[config.mk]
export PLATFORM = sky130hd
export DESIGN_NAME = mdx_scale_flat
export DESIGN_NICKNAME = d
export VERILOG_FILES = /design/src/rtl/mdx_pkg.sv /design/src/rtl/mdx_if.sv /design/src/rtl/mdx_scale.sv /design/src/flat_wrapper.sv
export SDC_FILE = /design/constraint.sdc
export NUM_CORES = 2
export LEC_CHECK = 0
export BUFFER_PORTS_ARGS = -buffer_cell sky130_fd_sc_hd__buf_2
export CELL_PAD_IN_SITES_DETAIL_PLACEMENT = 1
export CELL_PAD_IN_SITES_GLOBAL_PLACEMENT = 2
export CORE_ASPECT_RATIO = 0.9
export CORE_UTILIZATION = 33
export CTS_BUF_LIST = sky130_fd_sc_hd__clkbuf_8
export DETAILED_ROUTE_END_ITERATION = 10
export PLACE_DENSITY_LB_ADDON = 0.3
export SLEW_MARGIN = 20
export SYNTH_ARGS = -nofsm -noshare
export SYNTH_HDL_FRONTEND = slang
export SYNTH_SLANG_ARGS = --single-unit
[constraint.sdc]
create_clock -name clk -period 6.9 [get_ports clk]
set_clock_uncertainty 0.05 [all_clocks]
set_input_delay 1.035 -clock clk [delete_from_list [all_inputs] [get_ports clk]]
set_output_delay 1.035 -clock clk [all_outputs]
set_load 0.005 [all_outputs]
[src/rtl/mdx_pkg.sv]
package mdx_pkg;

    localparam int NUM_CH      = 6;
    localparam int NUM_TERMS   = 3;
    localparam int SAMPLE_W    = 24;
    localparam int PCM_W       = 16;
    localparam int COEF_W      = 17;
    localparam int SEL_W       = 3;
    localparam int PROD_W      = COEF_W + 1 + SAMPLE_W;
    localparam int ACC_W       = PROD_W + 2;
    localparam int SCALE_SHIFT = 15;
    localparam int SCALED_W    = ACC_W + SCALE_SHIFT;
    localparam int FRAC_SHIFT  = 36;
    localparam int Q_W         = SCALED_W - FRAC_SHIFT;
    localparam int CFG_IDX_W   = 3;
    localparam int CFG_DATA_W  = 8;

    typedef logic signed [SAMPLE_W-1:0] sample_t;
    typedef logic signed [PCM_W-1:0]    pcm_t;
    typedef logic [COEF_W-1:0]          coef_t;
    typedef logic [SEL_W-1:0]           sel_t;

    localparam coef_t COEF_FRONT = 17'd27145;
    localparam coef_t COEF_MONO  = 17'd46341;
    localparam coef_t COEF_UNITY = 17'd65536;

    localparam logic [PCM_W-1:0] PCM_MAX = {1'b0, {(PCM_W-1){1'b1}}};
    localparam logic [PCM_W-1:0] PCM_MIN = {1'b1, {(PCM_W-1){1'b0}}};

    localparam logic [2:0] OUT_COUNT_2 = 3'd2;
    localparam logic [2:0] OUT_COUNT_4 = 3'd4;
    localparam logic [2:0] OUT_COUNT_6 = 3'd6;

    typedef enum logic [2:0] {
        MODE_DUAL_MONO,
        MODE_MONO,
        MODE_STEREO,
        MODE_3_0,
        MODE_2_1,
        MODE_3_1,
        MODE_2_2,
        MODE_3_2
    } mode_t;

    typedef enum logic [CFG_IDX_W-1:0] {
        REG_CHANNEL_MODE,
        REG_OUTPUT_COUNT,
        REG_CENTRE_LEVEL,
        REG_SURROUND_LEVEL,
        REG_LFE_ENABLE,
        REG_DUAL_MONO_SELECT
    } cfg_reg_t;

    typedef struct packed {
        coef_t coef;
        sel_t  sel;
    } term_t;

    typedef struct packed {
        term_t [NUM_CH-1:0][NUM_TERMS-1:0] term;
        logic                              err;
    } plan_t;

    typedef logic [NUM_CH-1:0][SAMPLE_W-1:0]             frame_t;
    typedef logic [NUM_CH-1:0][NUM_TERMS-1:0][PROD_W-1:0] prod_frame_t;
    typedef logic [NUM_CH-1:0][ACC_W-1:0]                acc_frame_t;
    typedef logic [NUM_CH-1:0][PCM_W-1:0]                pcm_frame_t;

    function automatic coef_t centre_coef(input logic [1:0] code);
        coef_t c;
        case (code)
            2'd0:    c = 17'd19189;
            2'd1:    c = 17'd16174;
            2'd2:    c = 17'd13573;
            default: c = 17'd16174;
        endcase
        return c;
    endfunction

    function automatic coef_t surround_coef(input logic [1:0] code);
        coef_t c;
        case (code)
            2'd0:    c = 17'd19189;
            2'd1:    c = 17'd13573;
            2'd2:    c = 17'd0;
            default: c = 17'd13573;
        endcase
        return c;
    endfunction

    function automatic term_t mk_term(input coef_t coef, input sel_t sel);
        term_t t;
        t.coef = coef;
        t.sel  = sel;
        return t;
    endfunction

endpackage

[src/rtl/mdx_if.sv]


interface mdx_out_if;
    import mdx_pkg::*;
    logic valid;
    logic ready;
    pcm_t out_ch0;
    pcm_t out_ch1;
    pcm_t out_ch2;
    pcm_t out_ch3;
    pcm_t out_ch4;
    pcm_t out_ch5;
    logic mode_error;

    modport source (output valid, out_ch0, out_ch1, out_ch2, out_ch3, out_ch4, out_ch5,
                    mode_error, input ready);
    modport sink (input valid, out_ch0, out_ch1, out_ch2, out_ch3, out_ch4, out_ch5,
                  mode_error, output ready);
endinterface


[src/rtl/mdx_scale.sv]
module mdx_scale (
    input  logic                 clk,
    input  logic                 rst_n,
    input  logic                 prod_valid,
    output logic                 prod_ready,
    input  mdx_pkg::prod_frame_t prod,
    input  logic                 err,
    mdx_out_if.source            dout
);
    import mdx_pkg::*;

    logic       acc_valid_reg;
    acc_frame_t acc_reg;
    acc_frame_t acc_next;
    logic       out_valid_reg;
    pcm_frame_t out_reg;
    pcm_frame_t out_next;
    logic       err_reg;
    logic       acc_stage_ready;
    logic       out_stage_ready;

    function automatic logic [PCM_W-1:0] to_pcm(input logic signed [ACC_W-1:0] acc);
        logic signed [SCALED_W-1:0] p;
        logic [SCALED_W-1:0]        mag;
        logic [Q_W-1:0]             q;
        logic [PCM_W-1:0]           r;
        p   = (SCALED_W'(acc) <<< SCALE_SHIFT) - SCALED_W'(acc);
        mag = p[SCALED_W-1] ? $unsigned(-p) : $unsigned(p);
        q   = mag[SCALED_W-1:FRAC_SHIFT];
        if (p[SCALED_W-1])
        begin
            r = (q > Q_W'(PCM_MIN)) ? PCM_MIN : (~q[PCM_W-1:0] + PCM_W'(1));
        end
        else
        begin
            r = (q > Q_W'(PCM_MAX)) ? PCM_MAX : q[PCM_W-1:0];
        end
        return r;
    endfunction

    assign out_stage_ready = !out_valid_reg || dout.ready;
    assign acc_stage_ready = !acc_valid_reg || out_stage_ready;
    assign prod_ready      = acc_stage_ready;

    always_ff @(posedge clk or negedge rst_n)
    begin
        if (!rst_n)
        begin
            acc_valid_reg <= 1'b0;
            out_valid_reg <= 1'b0;
        end
        else
        begin
            if (acc_stage_ready)
            begin
                acc_valid_reg <= prod_valid;
            end
            if (out_stage_ready)
            begin
                out_valid_reg <= acc_valid_reg;
            end
        end
    end

    always_comb
    begin
        for (int k = 0; k < NUM_CH; k++)
        begin
            acc_next[k] = ACC_W'($signed(prod[k][0])) + ACC_W'($signed(prod[k][1]))
                          + ACC_W'($signed(prod[k][2]));
            out_next[k] = err ? '0 : to_pcm($signed(acc_reg[k]));
        end
    end

    always_ff @(posedge clk)
    begin
        if (acc_stage_ready && prod_valid)
        begin
            acc_reg <= acc_next;
        end
        if (out_stage_ready && acc_valid_reg)
        begin
            out_reg <= out_next;
            err_reg <= err;
        end
    end

    assign dout.valid      = out_valid_reg;
    assign dout.out_ch0    = out_reg[0];
    assign dout.out_ch1    = out_reg[1];
    assign dout.out_ch2    = out_reg[2];
    assign dout.out_ch3    = out_reg[3];
    assign dout.out_ch4    = out_reg[4];
    assign dout.out_ch5    = out_reg[5];
    assign dout.mode_error = err_reg;

endmodule

[src/flat_wrapper.sv]
// flat-port wrapper written by rule: the top's interface ports become plain ports
module mdx_scale_flat import mdx_pkg::*;
  (clk, rst_n, prod_valid, prod_ready, prod, err, dout_valid, dout_out_ch0, dout_out_ch1, dout_out_ch2, dout_out_ch3, dout_out_ch4, dout_out_ch5, dout_mode_error, dout_ready);
  mdx_out_if dout_i ();
  input  logic clk;
  input  logic rst_n;
  input  logic prod_valid;
  output logic prod_ready;
  input  mdx_pkg::prod_frame_t prod;
  input  logic err;
  output wire logic [$bits(dout_i.valid)-1:0] dout_valid;
  output wire logic [$bits(dout_i.out_ch0)-1:0] dout_out_ch0;
  output wire logic [$bits(dout_i.out_ch1)-1:0] dout_out_ch1;
  output wire logic [$bits(dout_i.out_ch2)-1:0] dout_out_ch2;
  output wire logic [$bits(dout_i.out_ch3)-1:0] dout_out_ch3;
  output wire logic [$bits(dout_i.out_ch4)-1:0] dout_out_ch4;
  output wire logic [$bits(dout_i.out_ch5)-1:0] dout_out_ch5;
  output wire logic [$bits(dout_i.mode_error)-1:0] dout_mode_error;
  input wire logic [$bits(dout_i.ready)-1:0] dout_ready;
  assign dout_valid = dout_i.valid;
  assign dout_out_ch0 = dout_i.out_ch0;
  assign dout_out_ch1 = dout_i.out_ch1;
  assign dout_out_ch2 = dout_i.out_ch2;
  assign dout_out_ch3 = dout_i.out_ch3;
  assign dout_out_ch4 = dout_i.out_ch4;
  assign dout_out_ch5 = dout_i.out_ch5;
  assign dout_mode_error = dout_i.mode_error;
  assign dout_i.ready = dout_ready;
  mdx_scale u_core (.clk(clk), .rst_n(rst_n), .prod_valid(prod_valid), .prod_ready(prod_ready), .prod(prod), .err(err), .dout(dout_i));
endmodule
# ---- Yosys cells after proc, flatten, opt, wreduce, memory -nomap -nowiden
# Index checks and enable logic that the tools add are counted.
dict set report word_totals {
  elab_cells 93
  output_inout_bits 99
  in_bits 761
  regBits 363
}
dict set report classes {
  add_sub_neg 30
  muxes 24
  magnitude_cmp 12
  n_bitwise 6
  reduce_logical 6
}
# operator count
set ops {}
lappend ops {{2-to-1 mux 59 bit} 6}
lappend ops {{negation 59 bit} 6}
lappend ops {{subtractor 59 x 44 -> 59 bit} 6}
lappend ops {{2-to-1 mux 16 bit} 18}
lappend ops {{adder 43 x 42 -> 44 bit} 6}
lappend ops {{adder 42 x 42 -> 43 bit} 6}
lappend ops {{greater-than comparator 23 x 15 -> 1 bit (second input constant)} 6}
lappend ops {{greater-than comparator 23 x 16 -> 1 bit (second input constant)} 6}
lappend ops {{adder 16 x 1 -> 16 bit (second input constant)} 6}
lappend ops {{inverter 16 bit} 6}
lappend ops {{logical AND 1 bit} 2}
lappend ops {{zero test 1 bit} 2}
lappend ops {{logical OR 1 bit} 2}

# ---- Longest topological paths before layout
dict set report logic_depth {
  ltp_word 7
  ltp_mapped 25
  ltp_nobuf 21
}

# ---- Worst setup path before layout
# No wires, ideal clock.
dict set report synth_timing {
  path_type {input-to-reg}
  start {in dout_ready}
  end {reg u_core.acc_reg[0] (netlist bit), enable pin}
  path_slack_ps -1030
  path_buffers 0
  t_required_ps 6190
  arrival_time_ps 7220
  stages 2
  setup_time_ps 660
  cell_sequence {nand3b_1 > and2_1}
}
dict set report synth_between {
  elab_chain_cells 3
}
# element line_no
set synth_lines {}
lappend synth_lines {{start: declaration} flat_wrapper.sv:19} ;# input wire logic [$bits(dout_i.ready)-1:0] dout_ready;
lappend synth_lines {{logical OR 1 bit} mdx_scale.sv:41} ;# assign out_stage_ready = !out_valid_reg || dout.ready;
lappend synth_lines {{logical OR 1 bit} mdx_scale.sv:42} ;# assign acc_stage_ready = !acc_valid_reg || out_stage_ready;
lappend synth_lines {{logical AND 1 bit} mdx_scale.sv:77} ;# if (acc_stage_ready && prod_valid)
lappend synth_lines {{end signal: assignment} mdx_scale.sv:79} ;# acc_reg <= acc_next;
lappend synth_lines {{end: declaration} mdx_scale.sv:13} ;# acc_frame_t acc_reg;
# No other way between the ends.
# A chain may end at the register's enable or synchronous reset.

# ---- Worst setup path in the final report
dict set report layout_timing {
  start {reg u_core.acc_reg[45] (netlist bit)}
  end {reg u_core.out_reg, in the netlist u_core.dout.out_ch1[12], data pin}
}
dict set report layout_between {
  elab_chain_cells 7
  word_cells_on_any_way 10
  classes_between {add/sub (3); order compare (2); mux (4); bitwise (1)}
}
# element line_no
set layout_lines {}
lappend layout_lines {{subtractor 59 x 44 -> 59 bit (*)} mdx_scale.sv:27} ;# p = (SCALED_W'(acc) <<< SCALE_SHIFT) - SCALED_W'(acc);
lappend layout_lines {{negation 59 bit} mdx_scale.sv:28} ;# mag = p[SCALED_W-1] ? $unsigned(-p) : $unsigned(p);
lappend layout_lines {{2-to-1 mux 59 bit} mdx_scale.sv:28}
lappend layout_lines {{inverter 16 bit} mdx_scale.sv:32} ;# r = (q > Q_W'(PCM_MIN)) ? PCM_MIN : (~q[PCM_W-1:0] + PCM_W'(1));
lappend layout_lines {{adder 16 x 1 -> 16 bit} mdx_scale.sv:32}
lappend layout_lines {{2-to-1 mux 16 bit} mdx_scale.sv:32}
lappend layout_lines {{2-to-1 mux 16 bit (*)} mdx_scale.sv:30} ;# if (p[SCALED_W-1])
lappend layout_lines {{end signal: assignment} mdx_scale.sv:83} ;# out_reg <= out_next;
lappend layout_lines {{end: declaration} mdx_scale.sv:16} ;# pcm_frame_t out_reg;
# Every way passes the cells marked *; elsewhere a longest branch is shown, timed or not.

==> results.py <==
metrics = {
    "outcome": {
        "status": "completed",
    },
    "detailed_routing": {
        "viasPerCell": 5.71,
        "drt_wl_total_microns": 225000,
        "drt_iter0_drc": 3055,
        "drt_drc_violations_left": 0,
        "routedWlPerCell_microns": 21.8,
        "dr.pass1.iters": 5,
        "antenna_left": 0,
        "via_count": 58900,
    },
    "clocking": {
        "cts_buffers": 76,
        "clock_sinks": 363,
        "clk_latency_ns": 0.79,
        "clk_pin_slew_ns": 0.06,
        "cts_tree": "done",
        "htreeDepth": 3,
        "cts_buffer_depth": 3,
        "root_buffer": "clkbuf_8",
    },
    "pwr": {
        "swShare_pct": 54.0,
        "leakagePower_uw": 0.0283,
        "seqPwrFrac_pct": 14.6,
        "power_density_nw_per_um2": 387,
        "clockPowerShare_pct": 9.5,
        "peakVddDrop_v": 0.000217,
        "cellInternalPower_uw": 12100,
        "netSwitchingPower_uw": 14100,
        "power_uw": 26200,
        "p_comb_share_pct": 75.9,
    },
    "layout": {
        "stdcell_count": 10300,
        "nets": 9441,
        "layout-drive-gt1-share_pct": 16.5,
        "layout_common_cells": "859 x buf_2, 533 x ha_1, 485 x a21oi_1",
        "largest_register_ffs": 264,
        "stdcell_area_sq_um": 67700,
        "layout_commonest_cell": "buf_2",
        "synthToLayoutAreaGrowth_pct": 16.3,
    },
    "sta": {
        "post-route-period-util_pct": 95.5,
        "layout_setup_ws_ns": 0.311,
        "tightest_slew_ns": 0.963,
        "drv_slew": 0,
        "final_hold_viol_count": 0,
        "rsz0062_at_grt": "no",
        "setup_violations": 0,
        "layout_min_cycle_time_ns": 6.59,
        "timing.slew.headroom_pct": 35.8,
        "setup-tns-final_ns": 0,
        "fmax_mhz": 152,
    },
    "worst_setup_path": {
        "crit_fanout": 14,
        "arrival_ns": 7.16,
        "crit_chain": "inv_1 -> ha_1 -> nor4b_4 -> nand4_2 -> o41a_4 -> o211ai_1 -> o22ai_1 -> nor4_1 -> nand3b_1 -> nor4b_4 -> nand3_2 -> o311ai_1 -> xor2_1 -> or4b_1 -> or4_1 -> a2111o_1 -> buf_4 -> o22ai_1",
        "required_ns": 7.47,
        "worstSetupEndpointType": "flip-flop",
        "slowest_delay_ns": 0.54,
        "crit_path_start_kind": "flip-flop",
        "cp_slowest_cell": "nor4_1",
        "path_class": "reg -> reg",
    },
    "yosys": {
        "synth_top_family_by_area": "compound AO/OA/AOI/OAI gates",
        "synth_seq_cells": 363,
        "syn-mean-instance-area_sq_um": 8.32,
        "muxShareOfSynthArea_pct": 1.05,
        "synth_xor_area_share_pct": 7.67,
        "synth_ff_type": "edfxtp_1",
        "seq_area_frac_synth_pct": 18.7,
        "synth_fp_nets": 8545,
        "netlist_area_sq_um": 58200,
        "netlist-cell-type-count": 110,
        "synth_edf_count": 361,
        "yosysWarnings": 0,
        "synthCells": 6992,
        "async_flop_share_pct": 0.551,
        "synthSimpleGateAreaFrac_pct": 23.0,
        "synth-compound-area-share_pct": 25.2,
        "synthAdderAreaFrac_pct": 20.4,
    },
    "floorplanning": {
        "start_util_pct": 33.4,
        "die-width_microns": 445,
        "dieArea_sq_um": 178000,
        "coreArea_sq_um": 174000,
        "ioPinCount": 860,
        "die_h_microns": 400,
        "row_count": 145,
    },
    "placement": {
        "place_area_sq_um": 65900,
        "portBuffers": 859,
        "dp.cells": 10200,
        "hpwl_microns": 191000,
        "place_ws_ns": 0.0794,
        "place_congestion": 0.923,
    },
    "job": {
        "drv_cap": 0,
    },
    "global_route": {
        "grt_pass1_vias": 60800,
        "grt_remaining_overflow": 0,
        "grt_pass1_wl_microns": 348000,
        "grt_max_degree": 115,
        "track_usage_pct": 24.4,
        "antenna_found_initial": 7,
    },
    "hold_path": {
        "hp-class": "in -> reg",
    },
}
## layer usage
| metal | global-route usage (%) | vias up | routed length, microns |
|---|---|---|---|
| met5 | 0 | - | 13 |
| met4 | 7.72 | 2 | 7380 |
| met3 | 2.44 | 256 | 6870 |
| met2 | 42.5 | 1082 | 109000 |
| met1 | 31.6 | 29200 | 102000 |
| li1 | - | 28400 | - |
## what timing repair did
action	4_1_cts	5_1_grt
gates resized for setup	0	31
hold buffers	1	0
buffers inserted	0	5
setup endpoints to repair	0	63
endpoints found under the hold margin	2	0
## through the flow
stage	hold slack [ns]	utilization, %
final	0.397	38.8
after global routing	0.347	38.8
after CTS	0.313	38.7
after detailed placement	0.431	37.8
after global placement	0.423	37.8
after floorplan	0.399	-
## final cells by class
type / instances / area [sq um]
Tap cell: 2352 / 2940
Antenna cell: 8 / 20.0
Clock buffer: 79 / 1090
Multi-Input combinational cell: 6015 / 45200
Clock inverter: 57 / 465
Sequential cell: 363 / 10900
Fill cell: 21100 / 107000
Timing Repair Buffer: 1020 / 5540
Inverter: 412 / 1550
## final timing paths
kind,slack (ns),endpoint,startpoint,cells past startpoint
min,0.40,u_core.acc_valid_reg,prod_valid,2
min in group asynchronous,0.52,u_core.acc_valid_reg,rst_n,2
min reg2reg,0.48,u_core.dout.valid,u_core.acc_valid_reg,1
max in group asynchronous,6.18,u_core.dout.valid,rst_n,2
max,0.31,u_core.dout.out_ch1[12],u_core.acc_reg[45],18
max reg2reg,0.31,u_core.dout.out_ch1[12],u_core.acc_reg[45],18
## cells by family after synthesis
group / count (synthesis)
buffers and inverters: 614
xor gates and xnor gates: 509
adders and majority gates: 792
muxes: 59
AOI/OAI and AO/OA: 2167
and+or+nand+nor: 2488
DFF: 363
## worst max-delay path, delay by kind of cell (launching register included)
| family | cells | cell delay (ns) |
|---|---|---|
| and+or+nand+nor | 8 | 3.10 |
| AOI/OAI and AO/OA | 6 | 1.77 |
| DFF | 1 | 0.52 |
| xor gates and xnor gates | 1 | 0.37 |
| buffers and inverters | 2 | 0.34 |
| adders and majority gates | 1 | 0.28 |
## Yosys cell counts, types with 29 or more instances
| library cell | n | area [sq um] |
|---|---|---|
| mux2i_1 | 43 | 430 |
| nor2_1 | 464 | 1740 |
| o21ai_0 | 379 | 1900 |
| a21o_1 | 254 | 1910 |
| a211o_1 | 29 | 254 |
| or2_2 | 44 | 275 |
| o2111ai_1 | 33 | 289 |
| or3_1 | 112 | 701 |
| xnor2_1 | 334 | 2930 |
| nor3_1 | 257 | 1290 |
| a21oi_1 | 486 | 2430 |
| o21a_1 | 72 | 541 |
| nand2b_1 | 105 | 657 |
| nor2b_1 | 93 | 582 |
| o21bai_1 | 60 | 450 |
| nand4_1 | 121 | 757 |
| nor4b_1 | 38 | 333 |
| a2111oi_0 | 42 | 368 |
| and3_1 | 108 | 676 |
| nand2_1 | 481 | 1810 |
| and2_1 | 99 | 619 |
| fa_1 | 258 | 5160 |
| o211ai_1 | 84 | 631 |
| inv_1 | 412 | 1550 |
| o22ai_1 | 54 | 338 |
| xor2_1 | 174 | 1520 |
| and4_1 | 33 | 289 |
| nor4_1 | 120 | 751 |
| nand3_1 | 206 | 1030 |
| a31oi_1 | 91 | 569 |
| edfxtp_1 | 361 | 10800 |
| o31ai_1 | 88 | 661 |
| ha_1 | 534 | 6680 |
| a211oi_1 | 92 | 691 |
| or4_1 | 52 | 390 |
| clkbuf_1 | 181 | 679 |
## power by group through the flow
stage	registers [uW]	clock network [uW]	logic, uW
6_report	3820	2480	19900
5_1_grt	3860	2670	21800
4_1_cts	3830	2600	19700
3_5_place_dp	3870	0	19500
3_3_place_gp	3860	0	19200
2_1_floorplan	3530	0	13700
(Power assumes the default switching activity.)
